--- config.mk ---
export PLATFORM = sky130hd
export DESIGN_NAME = lcg_keystream_xor_cipher
export DESIGN_NICKNAME = d
export VERILOG_FILES = /design/src/lkx_pkg.sv /design/src/lcg_keystream_xor_cipher.sv /design/src/lkx_front.sv /design/src/lkx_back.sv
export SDC_FILE = /design/constraint.sdc
export NUM_CORES = 2
export LEC_CHECK = 0
export ABC_CLOCK_PERIOD_IN_PS = 15050
export BUFFER_PORTS_ARGS = -buffer_cell sky130_fd_sc_hd__buf_2
export CORE_MARGIN = 4
export CORE_UTILIZATION = 50
export DETAILED_ROUTE_END_ITERATION = 10
export PLACE_DENSITY = 0.76
export REMOVE_ABC_BUFFERS = 1
export SETUP_SLACK_MARGIN = 0.02
export SLEW_MARGIN = 20
export SYNTH_ARGS = -nofsm -noshare
export SYNTH_HDL_FRONTEND = slang
export SYNTH_HIERARCHICAL = 1
export SYNTH_SLANG_ARGS = --single-unit
export TNS_END_PERCENT = 100
--- constraint.sdc ---
create_clock -name clk -period 15.05 [get_ports clk]
set_input_delay 1.505 -clock clk [delete_from_list [all_inputs] [get_ports clk]]
set_output_delay 1.505 -clock clk [all_outputs]
set_load 0.02 [all_outputs]
--- src/lkx_pkg.sv ---
// Shared types and constants for the LCG keystream XOR cipher.
// No dependencies; used by every module in src.
`timescale 1ns / 1ps

package lkx_pkg;

  localparam int WORD_W    = 64;
  localparam int HALF_W    = 32;
  localparam int BYTE_W    = 8;
  localparam int CFG_IDX_W = 4;
  localparam int STEP_W    = 6;   // remainder step counter, counts 63 down to 0

  localparam logic [BYTE_W-1:0] PAD_MASK = 8'hFF;

  // Register indexes on the configuration port
  typedef enum logic [CFG_IDX_W-1:0] {
    REG_SEED       = 4'd0,
    REG_MULTIPLIER = 4'd1,
    REG_INCREMENT  = 4'd2,
    REG_MODULUS    = 4'd3
  } cfg_reg_t;

  // One queued input item
  typedef struct packed {
    logic [BYTE_W-1:0] data_byte;
    logic              last;
  } item_t;

  // Generator settings seen by the back end
  typedef struct packed {
    logic [WORD_W-1:0] seed;
    logic [WORD_W-1:0] multiplier;
    logic [WORD_W-1:0] increment;
    logic [WORD_W-1:0] modulus;
  } cfg_t;

  // Back-end sequencer states
  typedef enum logic [2:0] {
    ST_IDLE,
    ST_MUL_LL,
    ST_MUL_LH,
    ST_MUL_HL,
    ST_ADD,
    ST_INC,
    ST_DIV,
    ST_FINISH
  } state_t;

endpackage

--- src/lcg_keystream_xor_cipher.sv ---
// Top level of the LCG keystream XOR cipher: configuration registers, front and back end.
// Depends on lkx_pkg, lkx_front and lkx_back.
`timescale 1ns / 1ps

// Each input beat carries one message byte; the output beat is that byte XORed with the
// low eight bits of the next generator value ((multiplier * value + increment) mod 2^64)
// mod modulus. The first byte of a message steps from the seed; a beat with tlast set
// ends the message. In the back end a byte is loaded, takes three products on the shared
// 32x32 multiplier and two adds, then 64 steps of the bit-serial remainder unit, and is
// handed to the output register once that is free. With a modulus of zero the remainder
// unit is skipped. The input side queues up to QUEUE_DEPTH beats while a byte is in work
// or a result waits. Write the registers only while no byte is in flight; cfg_ready is
// always high and writes to unknown indexes are dropped.

module lcg_keystream_xor_cipher #(
  parameter int QUEUE_DEPTH = 2
) (
  input  logic                          clk,
  input  logic                          rst,
  input  logic                          cfg_valid,
  output logic                          cfg_ready,
  input  logic [lkx_pkg::CFG_IDX_W-1:0] cfg_index,
  input  logic [lkx_pkg::WORD_W-1:0]    cfg_data,
  input  logic                          s_axis_tvalid,
  output logic                          s_axis_tready,
  input  logic [lkx_pkg::BYTE_W-1:0]    s_axis_tdata,   // [7:0] data_byte
  input  logic                          s_axis_tlast,   // last_in
  output logic                          m_axis_tvalid,
  input  logic                          m_axis_tready,
  output logic [lkx_pkg::BYTE_W-1:0]    m_axis_tdata,   // [7:0] result_byte
  output logic                          m_axis_tlast    // last_out
);

  lkx_pkg::cfg_t  cfg;
  lkx_pkg::item_t q_item;
  logic           q_valid;
  logic           q_pop;

  assign cfg_ready = 1'b1;

  // Configuration registers
  always_ff @(posedge clk) begin
    if (rst) begin
      cfg.seed       <= '0;
      cfg.multiplier <= '0;
      cfg.increment  <= '0;
      cfg.modulus    <= lkx_pkg::WORD_W'(1);
    end else if (cfg_valid && cfg_ready) begin
      case (cfg_index)
        lkx_pkg::REG_SEED:       cfg.seed       <= cfg_data;
        lkx_pkg::REG_MULTIPLIER: cfg.multiplier <= cfg_data;
        lkx_pkg::REG_INCREMENT:  cfg.increment  <= cfg_data;
        lkx_pkg::REG_MODULUS:    cfg.modulus    <= cfg_data;
        default: begin
        end
      endcase
    end
  end

  lkx_front #(
    .DEPTH (QUEUE_DEPTH)
  ) u_front (
    .clk           (clk),
    .rst           (rst),
    .s_axis_tvalid (s_axis_tvalid),
    .s_axis_tready (s_axis_tready),
    .s_axis_tdata  (s_axis_tdata),
    .s_axis_tlast  (s_axis_tlast),
    .q_valid       (q_valid),
    .q_item        (q_item),
    .q_pop         (q_pop)
  );

  lkx_back u_back (
    .clk           (clk),
    .rst           (rst),
    .q_valid       (q_valid),
    .q_item        (q_item),
    .q_pop         (q_pop),
    .cfg           (cfg),
    .m_axis_tvalid (m_axis_tvalid),
    .m_axis_tready (m_axis_tready),
    .m_axis_tdata  (m_axis_tdata),
    .m_axis_tlast  (m_axis_tlast)
  );

endmodule

--- src/lkx_front.sv ---
// Front end of the LCG keystream XOR cipher: accepts input beats into a short queue.
// Depends on lkx_pkg (item_t, BYTE_W).
`timescale 1ns / 1ps

module lkx_front #(
  parameter int DEPTH = 2
) (
  input  logic                      clk,
  input  logic                      rst,
  input  logic                      s_axis_tvalid,
  output logic                      s_axis_tready,
  input  logic [lkx_pkg::BYTE_W-1:0] s_axis_tdata,   // [7:0] data_byte
  input  logic                      s_axis_tlast,
  output logic                      q_valid,
  output lkx_pkg::item_t            q_item,
  input  logic                      q_pop
);

  localparam int PTR_W = $clog2(DEPTH);
  localparam int CNT_W = $clog2(DEPTH + 1);

  lkx_pkg::item_t     slots [DEPTH];
  logic [PTR_W-1:0]   wr_ptr;
  logic [PTR_W-1:0]   rd_ptr;
  logic [CNT_W-1:0]   count;
  logic               push;
  logic               pop;

  assign s_axis_tready = (count != CNT_W'(DEPTH));
  assign push          = s_axis_tvalid && s_axis_tready;
  assign q_valid       = (count != '0);
  assign pop           = q_pop && q_valid;
  assign q_item        = slots[rd_ptr];

  // Store accepted beats
  always_ff @(posedge clk) begin
    if (push) begin
      slots[wr_ptr].data_byte <= s_axis_tdata;
      slots[wr_ptr].last      <= s_axis_tlast;
    end
  end

  // Advance pointers and count
  always_ff @(posedge clk) begin
    if (rst) begin
      wr_ptr <= '0;
      rd_ptr <= '0;
      count  <= '0;
    end else begin
      if (push) begin
        wr_ptr <= (wr_ptr == PTR_W'(DEPTH - 1)) ? '0 : wr_ptr + 1'b1;
      end
      if (pop) begin
        rd_ptr <= (rd_ptr == PTR_W'(DEPTH - 1)) ? '0 : rd_ptr + 1'b1;
      end
      case ({push, pop})
        2'b10:   count <= count + 1'b1;
        2'b01:   count <= count - 1'b1;
        default: count <= count;
      endcase
    end
  end

  a_count_bound: assert property (@(posedge clk) disable iff (rst)
    count <= CNT_W'(DEPTH))
    else $error("queue count above depth");

  a_push_only: assert property (@(posedge clk) disable iff (rst)
    (push && !pop) |=> (count == $past(count) + 1'b1))
    else $error("queue count did not follow a push");

  a_pop_only: assert property (@(posedge clk) disable iff (rst)
    (pop && !push) |=> (count == $past(count) - 1'b1))
    else $error("queue count did not follow a pop");

endmodule

--- src/lkx_back.sv ---
// Back end of the LCG keystream XOR cipher: generator step and output register.
// Depends on lkx_pkg (item_t, cfg_t, state_t, widths).
`timescale 1ns / 1ps

module lkx_back (
  input  logic                       clk,
  input  logic                       rst,
  input  logic                       q_valid,
  input  lkx_pkg::item_t             q_item,
  output logic                       q_pop,
  input  lkx_pkg::cfg_t              cfg,
  output logic                       m_axis_tvalid,
  input  logic                       m_axis_tready,
  output logic [lkx_pkg::BYTE_W-1:0] m_axis_tdata,   // [7:0] result_byte
  output logic                       m_axis_tlast
);

  localparam int W = lkx_pkg::WORD_W;
  localparam int H = lkx_pkg::HALF_W;

  lkx_pkg::state_t             state;
  lkx_pkg::state_t             state_next;
  lkx_pkg::item_t              item;
  logic [W-1:0]                opnd;
  logic [W-1:0]                prod;
  logic [W-1:0]                acc;
  logic [W-1:0]                rem;
  logic [W-1:0]                gen;
  logic [lkx_pkg::STEP_W-1:0]  cnt;
  logic                        at_start;
  logic [H-1:0]                mul_a;
  logic [H-1:0]                mul_b;
  logic [W-1:0]                mul_out;
  logic [W:0]                  shifted;
  logic [W:0]                  diff;
  logic [W-1:0]                rem_step;
  logic                        out_free;
  logic                        load_out;
  logic                        mod_zero;

  assign out_free = !m_axis_tvalid || m_axis_tready;
  assign mod_zero = (cfg.modulus == '0);

  // Shared 32x32 multiplier, operand halves picked by state
  always_comb begin
    case (state)
      lkx_pkg::ST_MUL_LH: begin
        mul_a = cfg.multiplier[H-1:0];
        mul_b = opnd[W-1:H];
      end
      lkx_pkg::ST_MUL_HL: begin
        mul_a = cfg.multiplier[W-1:H];
        mul_b = opnd[H-1:0];
      end
      default: begin
        mul_a = cfg.multiplier[H-1:0];
        mul_b = opnd[H-1:0];
      end
    endcase
  end
  assign mul_out = {{H{1'b0}}, mul_a} * {{H{1'b0}}, mul_b};

  // One restoring remainder step
  assign shifted  = {rem, acc[W-1]};
  assign diff     = shifted - {1'b0, cfg.modulus};
  assign rem_step = (shifted >= {1'b0, cfg.modulus}) ? diff[W-1:0] : shifted[W-1:0];

  // Next state and handshake outputs
  always_comb begin
    state_next = state;
    q_pop      = 1'b0;
    load_out   = 1'b0;
    case (state)
      lkx_pkg::ST_IDLE: begin
        if (q_valid) begin
          q_pop      = 1'b1;
          state_next = lkx_pkg::ST_MUL_LL;
        end
      end
      lkx_pkg::ST_MUL_LL: state_next = lkx_pkg::ST_MUL_LH;
      lkx_pkg::ST_MUL_LH: state_next = lkx_pkg::ST_MUL_HL;
      lkx_pkg::ST_MUL_HL: state_next = lkx_pkg::ST_ADD;
      lkx_pkg::ST_ADD:    state_next = lkx_pkg::ST_INC;
      lkx_pkg::ST_INC: begin
        state_next = mod_zero ? lkx_pkg::ST_FINISH : lkx_pkg::ST_DIV;
      end
      lkx_pkg::ST_DIV: begin
        if (cnt == '0) begin
          state_next = lkx_pkg::ST_FINISH;
        end
      end
      lkx_pkg::ST_FINISH: begin
        if (out_free) begin
          load_out   = 1'b1;
          state_next = lkx_pkg::ST_IDLE;
        end
      end
      default: state_next = lkx_pkg::ST_IDLE;
    endcase
  end

  // Hold state
  always_ff @(posedge clk) begin
    if (rst) begin
      state <= lkx_pkg::ST_IDLE;
    end else begin
      state <= state_next;
    end
  end

  // Datapath: multiply in three partial products, add, then reduce
  always_ff @(posedge clk) begin
    case (state)
      lkx_pkg::ST_IDLE: begin
        if (q_valid) begin
          item <= q_item;
          opnd <= at_start ? cfg.seed : gen;
        end
      end
      lkx_pkg::ST_MUL_LL: prod <= mul_out;
      lkx_pkg::ST_MUL_LH: begin
        acc  <= prod;
        prod <= mul_out;
      end
      lkx_pkg::ST_MUL_HL: begin
        acc  <= acc + {prod[H-1:0], {H{1'b0}}};
        prod <= mul_out;
      end
      lkx_pkg::ST_ADD: acc <= acc + {prod[H-1:0], {H{1'b0}}};
      lkx_pkg::ST_INC: begin
        if (mod_zero) begin
          rem <= acc + cfg.increment;
        end else begin
          acc <= acc + cfg.increment;
          rem <= '0;
          cnt <= '1;
        end
      end
      lkx_pkg::ST_DIV: begin
        rem <= rem_step;
        acc <= {acc[W-2:0], 1'b0};
        cnt <= cnt - 1'b1;
      end
      default: begin
      end
    endcase
  end

  // Commit the generator value and fill the output register
  always_ff @(posedge clk) begin
    if (rst) begin
      gen           <= '0;
      at_start      <= 1'b1;
      m_axis_tvalid <= 1'b0;
    end else begin
      if (load_out) begin
        gen           <= rem;
        at_start      <= item.last;
        m_axis_tvalid <= 1'b1;
      end else if (m_axis_tready) begin
        m_axis_tvalid <= 1'b0;
      end
    end
  end

  always_ff @(posedge clk) begin
    if (load_out) begin
      m_axis_tdata <= item.data_byte ^ (rem[lkx_pkg::BYTE_W-1:0] & lkx_pkg::PAD_MASK);
      m_axis_tlast <= item.last;
    end
  end

  a_pop_starts: assert property (@(posedge clk) disable iff (rst)
    q_pop |=> (state == lkx_pkg::ST_MUL_LL))
    else $error("pop did not start a generator step");

  a_div_ends: assert property (@(posedge clk) disable iff (rst)
    (state == lkx_pkg::ST_DIV && cnt == '0) |=> (state == lkx_pkg::ST_FINISH))
    else $error("remainder pass did not end after its last step");

  a_out_source: assert property (@(posedge clk) disable iff (rst)
    $rose(m_axis_tvalid) |-> ($past(state) == lkx_pkg::ST_FINISH))
    else $error("output valid rose outside the finish step");

  a_start_tracks_last: assert property (@(posedge clk) disable iff (rst)
    load_out |=> (at_start == $past(item.last)))
    else $error("message start flag does not follow last");

endmodule
==> flow_summary_export.csv <==
group,metric,value,unit
run_status,run_status,"completed",
clock_network,clk_latency,0.64,ns
synthesis,synth-edff-count,298,
timing,tightest_slew,1.20,ns
timing,tns,0,ns
critical_path,cp_slowest_stage_delay,0.87,ns
timing,grt_setup_unrepaired,"false",
placement,place.detailed.instances,9178,
min_path,timing.hold.worst.class,"flop to flop",
synthesis,syn_area_per_cell,9.06,sq um
timing,timing_max_transition_violations_final,0,
synthesis,netlist_top_cells_area,"sky130_fd_sc_hd__fa_1 26%, sky130_fd_sc_hd__edfxtp_1 13%, sky130_fd_sc_hd__dfxtp_1 9.6%, sky130_fd_sc_hd__ha_1 7.7%, sky130_fd_sc_hd__mux2i_1 5.8%",
global_route,global_route_wire_length_before_repair,360000,um
floorplanning,io_pins,94,
clock_network,cts.hold.buffers_added,0,
synthesis,synthDistinctLibCells,99,
synthesis,synth-main-ff-cell,"sky130_fd_sc_hd__dfxtp_1",
route,route.vias.total,56600,
pwr,irDropWorstVdd,113,uV
timing,period_needed,10.74,ns
clock_network,numCtsBuffers,69,
critical_path,worst_setup_end_kind,"flop",
timing,layout_setup_ws,4.31,ns
placement,detailed_place_hpwl,189000,um
timing,final_period_utilization,71.4,%
clock_network,sinks_on_clock_net,628,
floorplanning,die_x,378,um
route,avgRoutedWirePerCell,26.0,um
route,drt_iter0_drc,6960,
final_layout,flow.area_growth_from_synthesis,7.14,%
floorplanning,initial_core_util,50.4,%
final_layout,finish.instance_area,73400,sq um
synthesis,yosysSeqAreaShare,22.7,%
placement,port_buffer_count,92,
pwr,cellPowerDensity,112,nW/um^2
job,maxCapViolCount,0,
synthesis,post-synth-top-count-cell,"sky130_fd_sc_hd__inv_1",
synthesis,synth_async_sr_flop_share,0,%
floorplanning,fp.coreArea,136000,sq um
floorplanning,row_count,135,
global_route,globalRoute.totalOverflow,0,
synthesis,ys_warn_count,6,
critical_path,critPathArrivalTime,11.10,ns
critical_path,required,15.41,ns
critical_path,worst_path_max_delay_cell,"sky130_fd_sc_hd__nand2_1",
synthesis,synth_simple_gate_area_share,16.0,%
synthesis,synth_area,68500,sq um
route,detail_route.drc_violations,0,
clock_network,tritoncts,"yes",
synthesis,synth.mux.area_fraction,7.13,%
critical_path,path_max_fanout,35,
timing,worst_clock_skew,0.0431,ns
global_route,grt_max_degree,106,
placement,place.gp.congestion,1.03,
clock_network,cts-htree-levels,3,
timing,final-setup-viol-count,0,
final_layout,layout_cells_excl_fill,9313,
placement,pre_cts_ws,4.57,ns
timing,max_clock_freq,93.1,MHz
synthesis,synth.cells.most_frequent,"1009 x sky130_fd_sc_hd__inv_1, 996 x sky130_fd_sc_hd__nand2_1, 899 x sky130_fd_sc_hd__fa_1",
global_route,antenna_found_initial,6,
timing,hold_violations,0,
global_route,globalRouteTotalUtil,33.7,%
final_layout,num-nets-final,8873,
global_route,vias_in_the_first_global_route,56700,
clock_network,cts-root-buf,"sky130_fd_sc_hd__clkbuf_16",
floorplanning,fp.dieH,378,um
synthesis,yosysTopAreaCell,"sky130_fd_sc_hd__fa_1",
synthesis,post_synth_xor_area_fraction,2.83,%
clock_network,postCtsSetupBuffers,0,
clock_network,max-clock-path-buffers,3,
floorplanning,floorplan.die_area,143000,sq um
synthesis,post_synthesis_compound_gate_area_fraction,9.46,%
route,drt_wl_total,243000,um
critical_path,cpMostUsedCell,"sky130_fd_sc_hd__fa_1",
route,antenna_violating_nets_post_route,0,
placement,placedInstanceArea,70900,sq um
route,routed_via_density,6.08,
timing,slew_headroom,19.6,%
pwr,p_total,8.20,mW
final_layout,nFillCells,12100,
pwr,power_leakage,33.3,nW
critical_path,critPathKind,"flop to flop",
critical_path,r2r_setup_slack,4.31,ns
synthesis,synthCells,7560,
critical_path,startpoint_type,"flop",
final_layout,share_of_cells_above_drive_strength_1,7.00,%
synthesis,netlist.area_leader.share,26.3,%
route,drt_first_pass_iters,6,
synthesis,synth.ff_latch_count,628,
synthesis,synth_top_family_by_area,"adder cells",
synthesis,synth_adder_area_share,34.0,%
clock_network,path_clk_slew,0.06,ns
clock_network,cts_resized,0,
cell usage in the layout, fill, tap and decap left out, types with 11 or more instances in the layout:
| cell type | Yosys | final |
|---|---|---|
| sky130_fd_sc_hd__dfxtp_1 | 330 | 327 |
| sky130_fd_sc_hd__mux2_2 | 81 | 81 |
| sky130_fd_sc_hd__nand2b_1 | 352 | 351 |
| sky130_fd_sc_hd__xor2_1 | 85 | 85 |
| sky130_fd_sc_hd__a31oi_1 | 35 | 35 |
| sky130_fd_sc_hd__o221ai_1 | 12 | 12 |
| sky130_fd_sc_hd__buf_4 | 12 | 137 |
| sky130_fd_sc_hd__buf_2 | 29 | 91 |
| sky130_fd_sc_hd__nand4_1 | 57 | 57 |
| sky130_fd_sc_hd__o21ai_0 | 213 | 213 |
| sky130_fd_sc_hd__o22ai_1 | 44 | 44 |
| sky130_fd_sc_hd__nor3_1 | 45 | 45 |
| sky130_fd_sc_hd__o21a_1 | 29 | 29 |
| sky130_fd_sc_hd__o21bai_1 | 35 | 35 |
| sky130_fd_sc_hd__a21o_1 | 95 | 95 |
| sky130_fd_sc_hd__nand3_1 | 75 | 75 |
| sky130_fd_sc_hd__a22oi_1 | 13 | 13 |
| sky130_fd_sc_hd__nand2_1 | 996 | 994 |
| sky130_fd_sc_hd__mux2i_1 | 394 | 350 |
| sky130_fd_sc_hd__nor4_1 | 29 | 28 |
| sky130_fd_sc_hd__o211ai_1 | 24 | 24 |
| sky130_fd_sc_hd__xnor2_1 | 136 | 136 |
| sky130_fd_sc_hd__ha_1 | 424 | 424 |
| sky130_fd_sc_hd__a211oi_1 | 28 | 28 |
| sky130_fd_sc_hd__a221oi_1 | 15 | 15 |
| sky130_fd_sc_hd__o21ai_1 | 13 | 13 |
| sky130_fd_sc_hd__fa_1 | 899 | 899 |
| sky130_fd_sc_hd__and3_1 | 23 | 22 |
| sky130_fd_sc_hd__nor2b_1 | 33 | 33 |
| sky130_fd_sc_hd__clkbuf_8 | 0 | 11 |
| sky130_fd_sc_hd__inv_1 | 1009 | 1007 |
| sky130_fd_sc_hd__clkbuf_16 | 0 | 69 |
| sky130_fd_sc_hd__o31ai_1 | 18 | 18 |
| sky130_fd_sc_hd__edfxtp_1 | 298 | 298 |
| sky130_fd_sc_hd__mux2i_2 | 0 | 40 |
| sky130_fd_sc_hd__clkinv_1 | 1 | 12 |
| sky130_fd_sc_hd__nor2_1 | 802 | 798 |
| sky130_fd_sc_hd__and2_1 | 18 | 18 |
| sky130_fd_sc_hd__a21oi_1 | 351 | 350 |
stage by stage:
stage	hold slack (ns)	utilization [%]
after global routing	0.471	54.0
after floorplan	0.426	-
after detailed placement	0.446	52.2
after global placement	0.442	52.2
final	0.453	54.0
after CTS	0.454	54.0
cell families after synthesis:
kind of cell    Yosys count
buf+inv                1402
other cells               1
fa+ha+maj              1323
mux                     477
compound gates         1029
xor+xnor                221
flops                   628
simple gates           2479
power by group:
part	internal [mW]	switching, mW
clock	1.04	0.783
sequential	2.21	0.349
combinational	1.12	2.69
total	4.37	3.83
sequential cells by signal, indices dropped and copies added, names as in the netlist, 9 cells and up, named ones only:
| register | flops |
|---|---|
| u_back/prod | 64 |
| u_back/gen | 64 |
| u_front/slots | 18 |
| u_back/item | 9 |
| cfg | 256 |
| u_back/acc | 64 |
| u_back/opnd | 64 |
| u_back/rem | 64 |
worst paths after layout:
kind,start,endpoint,cells after the start
setup / recovery,u_back/state[0],u_back/prod[63],30
hold / removal,u_back/gen[42],u_back/gen[42],2
hold reg to reg,u_back/gen[42],u_back/gen[42],2
setup reg to reg,u_back/state[0],u_back/prod[63],30
metal layers:
metal / vias to the layer above / part of all wire, % / GRT usage (%)
li1: 24300 / - / -
met1: 28000 / 39 / 45.5
met2: 3596 / 42 / 50.1
met3: 730 / 12 / 7.80
met4: 2 / 7.0 / 19.1
met5: - / 0.0058 / 0
area by class of cell:
class	instances	area, sq um	share of cell area [%]
inverter	1010	3790	5.17
multi-input combinational	5530	47800	65.2
timing repair buffer	229	1500	2.04
sequential	628	15600	21.2
antenna	7	17.5	0.0239
clock buffer	89	1910	2.61
clock inverter	39	528	0.720
tap	1781	2230	3.04
critical path: cells and delay by family (launching register included):
kind / cells / cell delay, ns
compound gates: 9 / 2.15
xor+xnor: 1 / 0.08
fa+ha+maj: 9 / 4.49
buf+inv: 5 / 1.10
flops: 1 / 0.33
simple gates: 6 / 2.27
Note: power is estimated with default switching activity, not from simulation.
